--- src/rtl/core/jadsc_pkg.sv ---
// Shared types and constants for the joystick axis dead-zone scaler.
package jadsc_pkg;

    localparam int DATA_W = 12;
    localparam int POS_W = 8;
    localparam int PROD_W = 19;
    localparam int CFG_IDX_W = 2;

    localparam logic [DATA_W-1:0] FULL_SCALE = 12'd4095;

    localparam logic [CFG_IDX_W-1:0] CFG_DEAD_LOW = 2'd0;
    localparam logic [CFG_IDX_W-1:0] CFG_DEAD_HIGH = 2'd1;

    localparam logic [DATA_W-1:0] DEAD_LOW_RST = 12'd2124;
    localparam logic [DATA_W-1:0] DEAD_HIGH_RST = 12'd2134;

    typedef struct packed {
        logic busy;
        logic done;
    } div_stat_t;

endpackage

--- src/rtl/core/jadsc_divider.sv ---
// Restoring divider, one quotient bit per cycle, shared by the average and the position.
module jadsc_divider #(
    parameter int DVD_W = 19
) (
    input  logic                          clk,
    input  logic                          rst_n,
    input  logic                          start,
    input  logic [DVD_W-1:0]              dividend,
    input  logic [jadsc_pkg::DATA_W-1:0]  divisor,
    output logic [DVD_W-1:0]              quotient,
    output jadsc_pkg::div_stat_t          stat
);

    localparam int CNT_W = $clog2(DVD_W + 1);
    localparam int DW = jadsc_pkg::DATA_W;

    logic [DVD_W-1:0] quo_reg;
    logic [DVD_W-1:0] quo_next;
    logic [DW-1:0]    rem_reg;
    logic [DW-1:0]    rem_next;
    logic [DW-1:0]    dvs_reg;
    logic [CNT_W-1:0] cnt_reg;
    logic             busy_reg;
    logic             done_reg;
    logic [DW:0]      shifted;
    logic [DW:0]      trial;
    logic             fits;

    always_comb
    begin
        shifted = {rem_reg, quo_reg[DVD_W-1]};
        trial = shifted - {1'b0, dvs_reg};
        fits = !trial[DW];
        rem_next = fits ? trial[DW-1:0] : shifted[DW-1:0];
        quo_next = {quo_reg[DVD_W-2:0], fits};
    end

    always_ff @(posedge clk or negedge rst_n)
    begin
        if (!rst_n)
        begin
            busy_reg <= 1'b0;
            done_reg <= 1'b0;
            cnt_reg <= '0;
        end
        else
        begin
            done_reg <= 1'b0;
            if (start)
            begin
                busy_reg <= 1'b1;
                cnt_reg <= CNT_W'(DVD_W);
            end
            else if (busy_reg)
            begin
                cnt_reg <= cnt_reg - CNT_W'(1);
                if (cnt_reg == CNT_W'(1))
                begin
                    busy_reg <= 1'b0;
                    done_reg <= 1'b1;
                end
            end
        end
    end

    always_ff @(posedge clk)
    begin
        if (start)
        begin
            quo_reg <= dividend;
            rem_reg <= '0;
            dvs_reg <= divisor;
        end
        else if (busy_reg)
        begin
            quo_reg <= quo_next;
            rem_reg <= rem_next;
        end
    end

    assign quotient = quo_reg;
    assign stat.busy = busy_reg;
    assign stat.done = done_reg;

    a_start_idle: assert property (@(posedge clk) disable iff (!rst_n)
        start |-> !busy_reg)
        else $error("divider started while busy");

    a_done_after_busy: assert property (@(posedge clk) disable iff (!rst_n)
        done_reg |-> (!busy_reg && $past(busy_reg)))
        else $error("divider done without a finished run");

    a_done_pulse: assert property (@(posedge clk) disable iff (!rst_n)
        done_reg |=> !done_reg)
        else $error("divider done held for more than one cycle");

endmodule

--- src/rtl/core/joystick_axis_deadzone_scaler_core.sv ---
// Joystick axis dead-zone scaler: sample averaging and percent deflection for one axis.
//
//  channel | signals                                        | direction
//  --------+------------------------------------------------+----------
//  input   | in_valid, in_ready, raw_sample                 | in
//  result  | out_valid, out_ready, position, sample_average, | out
//          | changed                                        |
//  config  | cfg_valid, cfg_ready, cfg_index, cfg_data      | in
//
//  A sample that does not close a reading is taken whenever the core is idle.
//  A sample that closes a reading holds in_ready low through S_AVG, S_POS_SET,
//  S_POS (only when the position needs a division) and S_FINISH:
//  the shared restoring divider yields one quotient bit a cycle,
//  once for the average and once for the position.
//  A closing sample also waits while a previous result is still not transferred.
//  Reset clears the running sum, count, previous position and loads the default
//  dead-zone limits; cfg_ready is always high.
module joystick_axis_deadzone_scaler_core #(
    parameter int SAMPLES_PER_READING = 3
) (
    input  logic                                 clk,
    input  logic                                 rst_n,
    input  logic                                 in_valid,
    output logic                                 in_ready,
    input  logic [jadsc_pkg::DATA_W-1:0]         raw_sample,
    output logic                                 out_valid,
    input  logic                                 out_ready,
    output logic signed [jadsc_pkg::POS_W-1:0]   position,
    output logic [jadsc_pkg::DATA_W-1:0]         sample_average,
    output logic                                 changed,
    input  logic                                 cfg_valid,
    output logic                                 cfg_ready,
    input  logic [jadsc_pkg::CFG_IDX_W-1:0]      cfg_index,
    input  logic [jadsc_pkg::DATA_W-1:0]         cfg_data
);

    localparam int DW = jadsc_pkg::DATA_W;
    localparam int PW = jadsc_pkg::POS_W;
    localparam int SUM_W = $clog2(SAMPLES_PER_READING * 4095 + 1);
    localparam int CNT_W = $clog2(SAMPLES_PER_READING + 1);
    localparam int DVD_W = (SUM_W > jadsc_pkg::PROD_W) ? SUM_W : jadsc_pkg::PROD_W;
    localparam int PROD_W = jadsc_pkg::PROD_W;

    typedef enum logic [2:0] {
        S_IDLE,
        S_AVG,
        S_POS_SET,
        S_POS,
        S_FINISH
    } state_t;

    state_t                  state_reg;
    logic [SUM_W-1:0]        sum_reg;
    logic [CNT_W-1:0]        count_reg;
    logic [DW-1:0]           dead_low_reg;
    logic [DW-1:0]           dead_high_reg;
    logic [DW-1:0]           avg_reg;
    logic signed [PW-1:0]    pos_reg;
    logic signed [PW-1:0]    last_pos_reg;
    logic                    neg_reg;
    logic                    changed_reg;
    logic                    out_valid_reg;
    logic                    div_start_reg;
    logic [DVD_W-1:0]        dvd_reg;
    logic [DW-1:0]           dvs_reg;

    logic [DVD_W-1:0]        quotient;
    jadsc_pkg::div_stat_t    div_stat;

    logic                    last_sample;
    logic                    in_xfer;
    logic [DW-1:0]           inverted;
    logic [SUM_W-1:0]        sum_next;
    logic                    upper;
    logic                    lower;
    logic [DW-1:0]           span;
    logic [DW-1:0]           diff;
    logic [PROD_W-1:0]       prod;
    logic [DW-1:0]           dvs_sel;
    logic                    need_div;
    logic [PW-1:0]           quo_pos;

    always_comb
    begin
        last_sample = (count_reg == CNT_W'(SAMPLES_PER_READING - 1));
        in_ready = (state_reg == S_IDLE) && !(last_sample && out_valid_reg);
        in_xfer = in_valid && in_ready;
        inverted = jadsc_pkg::FULL_SCALE - raw_sample;
        sum_next = sum_reg + SUM_W'(inverted);

        upper = (avg_reg >= dead_high_reg);
        lower = (avg_reg <= dead_low_reg) && (dead_low_reg != '0);
        span = jadsc_pkg::FULL_SCALE - dead_high_reg;
        diff = upper ? (avg_reg - dead_high_reg) : (dead_low_reg - avg_reg);
        prod = (PROD_W'(diff) << 6) + (PROD_W'(diff) << 5) + (PROD_W'(diff) << 2);
        dvs_sel = upper ? span : dead_low_reg;
        need_div = upper ? (span != '0) : lower;
        quo_pos = quotient[PW-1:0];
    end

    always_ff @(posedge clk or negedge rst_n)
    begin
        if (!rst_n)
        begin
            state_reg <= S_IDLE;
            sum_reg <= '0;
            count_reg <= '0;
            dead_low_reg <= jadsc_pkg::DEAD_LOW_RST;
            dead_high_reg <= jadsc_pkg::DEAD_HIGH_RST;
            last_pos_reg <= '0;
            out_valid_reg <= 1'b0;
            div_start_reg <= 1'b0;
            avg_reg <= '0;
            pos_reg <= '0;
            neg_reg <= 1'b0;
            changed_reg <= 1'b0;
            dvd_reg <= '0;
            dvs_reg <= '0;
        end
        else
        begin
            div_start_reg <= 1'b0;

            if (cfg_valid)
            begin
                unique case (cfg_index)
                    jadsc_pkg::CFG_DEAD_LOW:  dead_low_reg <= cfg_data;
                    jadsc_pkg::CFG_DEAD_HIGH: dead_high_reg <= cfg_data;
                    default: ;
                endcase
            end

            if (out_valid_reg && out_ready)
            begin
                out_valid_reg <= 1'b0;
            end

            unique case (state_reg)
                S_IDLE:
                begin
                    if (in_xfer)
                    begin
                        if (last_sample)
                        begin
                            dvd_reg <= DVD_W'(sum_next);
                            dvs_reg <= DW'(SAMPLES_PER_READING);
                            div_start_reg <= 1'b1;
                            sum_reg <= '0;
                            count_reg <= '0;
                            state_reg <= S_AVG;
                        end
                        else
                        begin
                            sum_reg <= sum_next;
                            count_reg <= count_reg + CNT_W'(1);
                        end
                    end
                end
                S_AVG:
                begin
                    if (div_stat.done)
                    begin
                        avg_reg <= quotient[DW-1:0];
                        state_reg <= S_POS_SET;
                    end
                end
                S_POS_SET:
                begin
                    if (need_div)
                    begin
                        dvd_reg <= DVD_W'(prod);
                        dvs_reg <= dvs_sel;
                        div_start_reg <= 1'b1;
                        neg_reg <= !upper;
                        state_reg <= S_POS;
                    end
                    else
                    begin
                        pos_reg <= '0;
                        state_reg <= S_FINISH;
                    end
                end
                S_POS:
                begin
                    if (div_stat.done)
                    begin
                        pos_reg <= neg_reg ? (PW'(0) - quo_pos) : quo_pos;
                        state_reg <= S_FINISH;
                    end
                end
                S_FINISH:
                begin
                    changed_reg <= (pos_reg != last_pos_reg);
                    last_pos_reg <= pos_reg;
                    out_valid_reg <= 1'b1;
                    state_reg <= S_IDLE;
                end
                default:
                begin
                    state_reg <= S_IDLE;
                end
            endcase
        end
    end

    jadsc_divider #(
        .DVD_W(DVD_W)
    ) u_divider (
        .clk      (clk),
        .rst_n    (rst_n),
        .start    (div_start_reg),
        .dividend (dvd_reg),
        .divisor  (dvs_reg),
        .quotient (quotient),
        .stat     (div_stat)
    );

    assign cfg_ready = 1'b1;
    assign out_valid = out_valid_reg;
    assign position = pos_reg;
    assign sample_average = avg_reg;
    assign changed = changed_reg;

    a_busy_blocks_input: assert property (@(posedge clk) disable iff (!rst_n)
        (state_reg != S_IDLE) |-> !in_ready)
        else $error("input taken while a reading is in progress");

    a_count_range: assert property (@(posedge clk) disable iff (!rst_n)
        count_reg < CNT_W'(SAMPLES_PER_READING))
        else $error("sample count past the reading length");

    a_pos_range: assert property (@(posedge clk) disable iff (!rst_n)
        out_valid_reg |-> (pos_reg <= 8'sd100 && pos_reg >= -8'sd100))
        else $error("position outside percent range");

    a_changed_flag: assert property (@(posedge clk) disable iff (!rst_n)
        $rose(out_valid_reg) |-> (changed_reg == (pos_reg != $past(last_pos_reg))))
        else $error("changed flag disagrees with previous position");

    a_no_overwrite: assert property (@(posedge clk) disable iff (!rst_n)
        (state_reg == S_FINISH) |-> !out_valid_reg)
        else $error("result finished while previous result pending");

endmodule

--- config.mk ---
export PLATFORM = sky130hd
export DESIGN_NAME = joystick_axis_deadzone_scaler_core
export DESIGN_NICKNAME = d
export VERILOG_FILES = /design/src/rtl/core/jadsc_pkg.sv /design/src/rtl/core/jadsc_divider.sv /design/src/rtl/core/joystick_axis_deadzone_scaler_core.sv
export SDC_FILE = /design/constraint.sdc
export NUM_CORES = 1
export LEC_CHECK = 0
export ABC_AREA = 1
export ABC_CLOCK_PERIOD_IN_PS = 9400
export BUFFER_PORTS_ARGS = -buffer_cell sky130_fd_sc_hd__buf_4
export CAP_MARGIN = 20
export CORE_MARGIN = 8
export CORE_UTILIZATION = 55
export CTS_BUF_LIST = sky130_fd_sc_hd__clkbuf_4 sky130_fd_sc_hd__clkbuf_8
export DETAILED_ROUTE_END_ITERATION = 12
export PLACE_DENSITY = 0.76
export SLEW_MARGIN = 20
export SYNTH_ARGS = -nofsm -noshare
export SYNTH_HDL_FRONTEND = slang
export SYNTH_SLANG_ARGS = --single-unit
--- constraint.sdc ---
create_clock -name clk -period 9.4 [get_ports clk]
set_clock_uncertainty 0.1 [all_clocks]
set_input_delay 0 -clock clk [delete_from_list [all_inputs] [get_ports clk]]
set_output_delay 0 -clock clk [all_outputs]
set_load 0.02 [all_outputs]
==> metrics.cfg <==
[clocking]
cts_sinks = 156
clockRootBuffer = clkbuf_8
insertion_delay_ns = 0.47
cts_buffers = 17
post_cts_resize_count = 0
ctsHtreeMaxLevel = 4
clk_pin_slew_worst_paths_ns = 0.10
cts_tree = done
clockBufferDepth = 2

[outcome]
status = finished, final reports clean

[logic_synthesis]
synthTopCellsByArea = dfrtp_1, nand2_1, edfxtp_1, ha_1, inv_1
synth.net_count = 1444
muxShareOfSynthArea = 0.00443
synth_top_family_by_area = simple AND/OR/NAND/NOR gates
yosysUniqueCellTypes = 50
synthCells = 1333
yosysWarnings = 0
synth_fa_ha_area_frac = 0.105
synth_flop_cell = dfrtp_1
ys_seq_area_frac = 0.394
synth_top_area_share = 0.256
synth_compound_area_frac = 0.119
yosysTopAreaCell = dfrtp_1
avgSynthCellArea_um2 = 7.64
synth-edff-count = 31
synth_xor_area_frac = 0.0353
ys_ff_latch = 156
netlist_area_um2 = 10200
synthArstFlopShare = 0.724
synth-simple-area-share = 0.252

[cells_and_area]
layout_common_cells = nand2_1, inv_1, o21ai_0
fillers = 1597
area_delta_synth_final_pct = 10.9
nets = 1508
antenna_cells = 0
final_layout_size_suffix_gt1_frac = 0.104
final_common_cell = nand2_1

[floorplanning]
boundaryPins = 55
fp-row-count = 49
start_util = 0.563
die-area_um2 = 23100
coreArea_um2 = 18100
die_h_um = 152
fp.dieW_um = 152

[sta]
fin_ws_ns = 4.74
hold_viol = 0
holdWs_ns = 0.0477
period_share = 0.495
relSlewSlack = 0.335
fmax_ghz = 0.215
report.final.slew_viol_count = 0
min_period_ns = 4.66
tightest_slew_ns = 0.994
finalSetupViolations = 0
finalSetupTns_ns = 0
rsz0062_at_grt = false

[global_routing]
overflow = 0
first_global_vias = 8287
antenna_found_initial = 0
grt_pass1_wl_um = 40700
grt_max_degree = 69
track_usage = 0.214

[drt]
wl_per_cell_um = 14.8
drt-pass1-iter-count = 6
antenna_left = 0
drc = 0
wirelength_um = 24300
routed-via-count = 8670
vias_per_cell = 5.29
drt_iter0_drc = 705

[place]
portBuffers = 53
dp_hpwl_um = 18300
dp_worst_setup_slack_ns = 4.47
gp_congestion = 0.915

[worst_setup_path]
end_kind = flip-flop
crit_chain = inv_1 > ha_1 > nand2_1 > inv_1 > nand2_1 > nand2_1 > nand2_1 > nand2_1 > nor2_4 > nand2_1 > o21ai_1 > xnor2_1 > inv_1 > ha_1 > a21o_1 > ha_1 > nand3_1 > nand2_1 > inv_1 > o21ai_0 > a21oi_1 > or2_2 > nand3_1 > nand2_1
slowest_delay_ns = 0.59
regToRegStartpoint = dead_high_reg[6]
setup.worst_path.start = dead_high_reg[6]
required_ns = 9.66
path_class = reg -> reg
startpoint_type = flip-flop
crit_top_cell = nand2_1
cp_slowest_cell = nor2_4
cp_max_fo = 33
cp.arrival_ns = 4.91

[flow_run]
cap_violations = 0

[min_path]
min-delay-start = in_valid
hold_class = in -> reg

layout make-up:
class / count / area (um2) / area share
Clock buffer: 18 / 241 / 0.0214
Clock inverter: 14 / 153 / 0.0135
Inverter: 192 / 723 / 0.0641
Multi-Input combinational cell: 954 / 5260 / 0.466
Sequential cell: 156 / 4010 / 0.355
Tap cell: 229 / 287 / 0.0254
Timing Repair Buffer: 76 / 613 / 0.0543
routing by layer:
metal,global-route usage,up-vias,share of wire
met5,0,-,0
met4,0.0543,0,0.015
met3,0.0369,27,0.050
li1,-,4424,-
met2,0.359,223,0.47
met1,0.281,3996,0.46
cells in the mapped netlist, types with 2 or more instances:
cell,n
buf_4,4
nand2_4,2
dfrtp_1,104
nor4_1,2
buf_2,6
dfxtp_1,12
fa_1,9
xnor2_1,21
nand2_2,17
or2_2,7
nand3_1,79
o21ai_2,4
mux2_2,4
nand4_1,13
nor2_1,56
o22ai_2,3
buf_1,3
o21ai_0,117
buf_6,3
buf_12,2
inv_2,2
a21oi_1,54
nand2_1,412
nor3_1,16
a31oi_1,6
o21a_1,5
o22ai_1,4
xor2_1,20
a21o_1,8
o21bai_1,5
edfxtp_1,31
clkbuf_1,13
ha_1,71
dfstp_2,9
nor2_2,3
inv_1,188
a22o_1,3
a22oi_1,3
critical path, delay by kind of cell, from the launching register on:
kind | cells | cell delay (ns)
flip-flops | 1 | 0.55
adder cells (fa/ha/maj) | 3 | 0.87
buffers and inverters | 4 | 0.21
XOR/XNOR | 1 | 0.17
AND/OR/NAND/NOR | 12 | 1.69
AO/OA/AOI/OAI | 4 | 0.95
logic make-up after synthesis:
logic type	Yosys count
simple gates	612
buf+inv	223
compound gates	216
flops	156
fa+ha+maj	80
xor+xnor	41
mux	4
other cells	1
per-stage QoR:
| step | instance area (um2) | instances | util |
|---|---|---|---|
| floorplan | 10200 | 1333 | - |
| global route | 11300 | 1639 | 0.624 |
| CTS | 11300 | 1639 | 0.624 |
| detailed placement | 10700 | 1588 | 0.592 |
| global placement | 10700 | 1588 | 0.592 |
| finish | 11300 | 1639 | 0.624 |
path summary, 6_finish.rpt:
check                                  endpoint  slack (ns)  cells past startpoint
max in group asynchronous      dead_high_reg[0]        7.58                      4
max reg2reg                         dvd_reg[17]        4.74                     24
min reg2reg                u_divider.dvs_reg[3]        0.35                      0
max                                 dvd_reg[17]        4.74                     24
min in group asynchronous            dvd_reg[1]        0.41                      3
min                                 sum_reg[10]        0.05                      4
repair_timing:
item / 4_1_cts / 5_1_grt
hold buffers: 19 / 0
buffers inserted: 0 / 0
endpoints found under the hold margin: 75 / 0
Power is not shown: default switching activity piles up to over one toggle a cycle in this logic, so the estimate is an artifact.
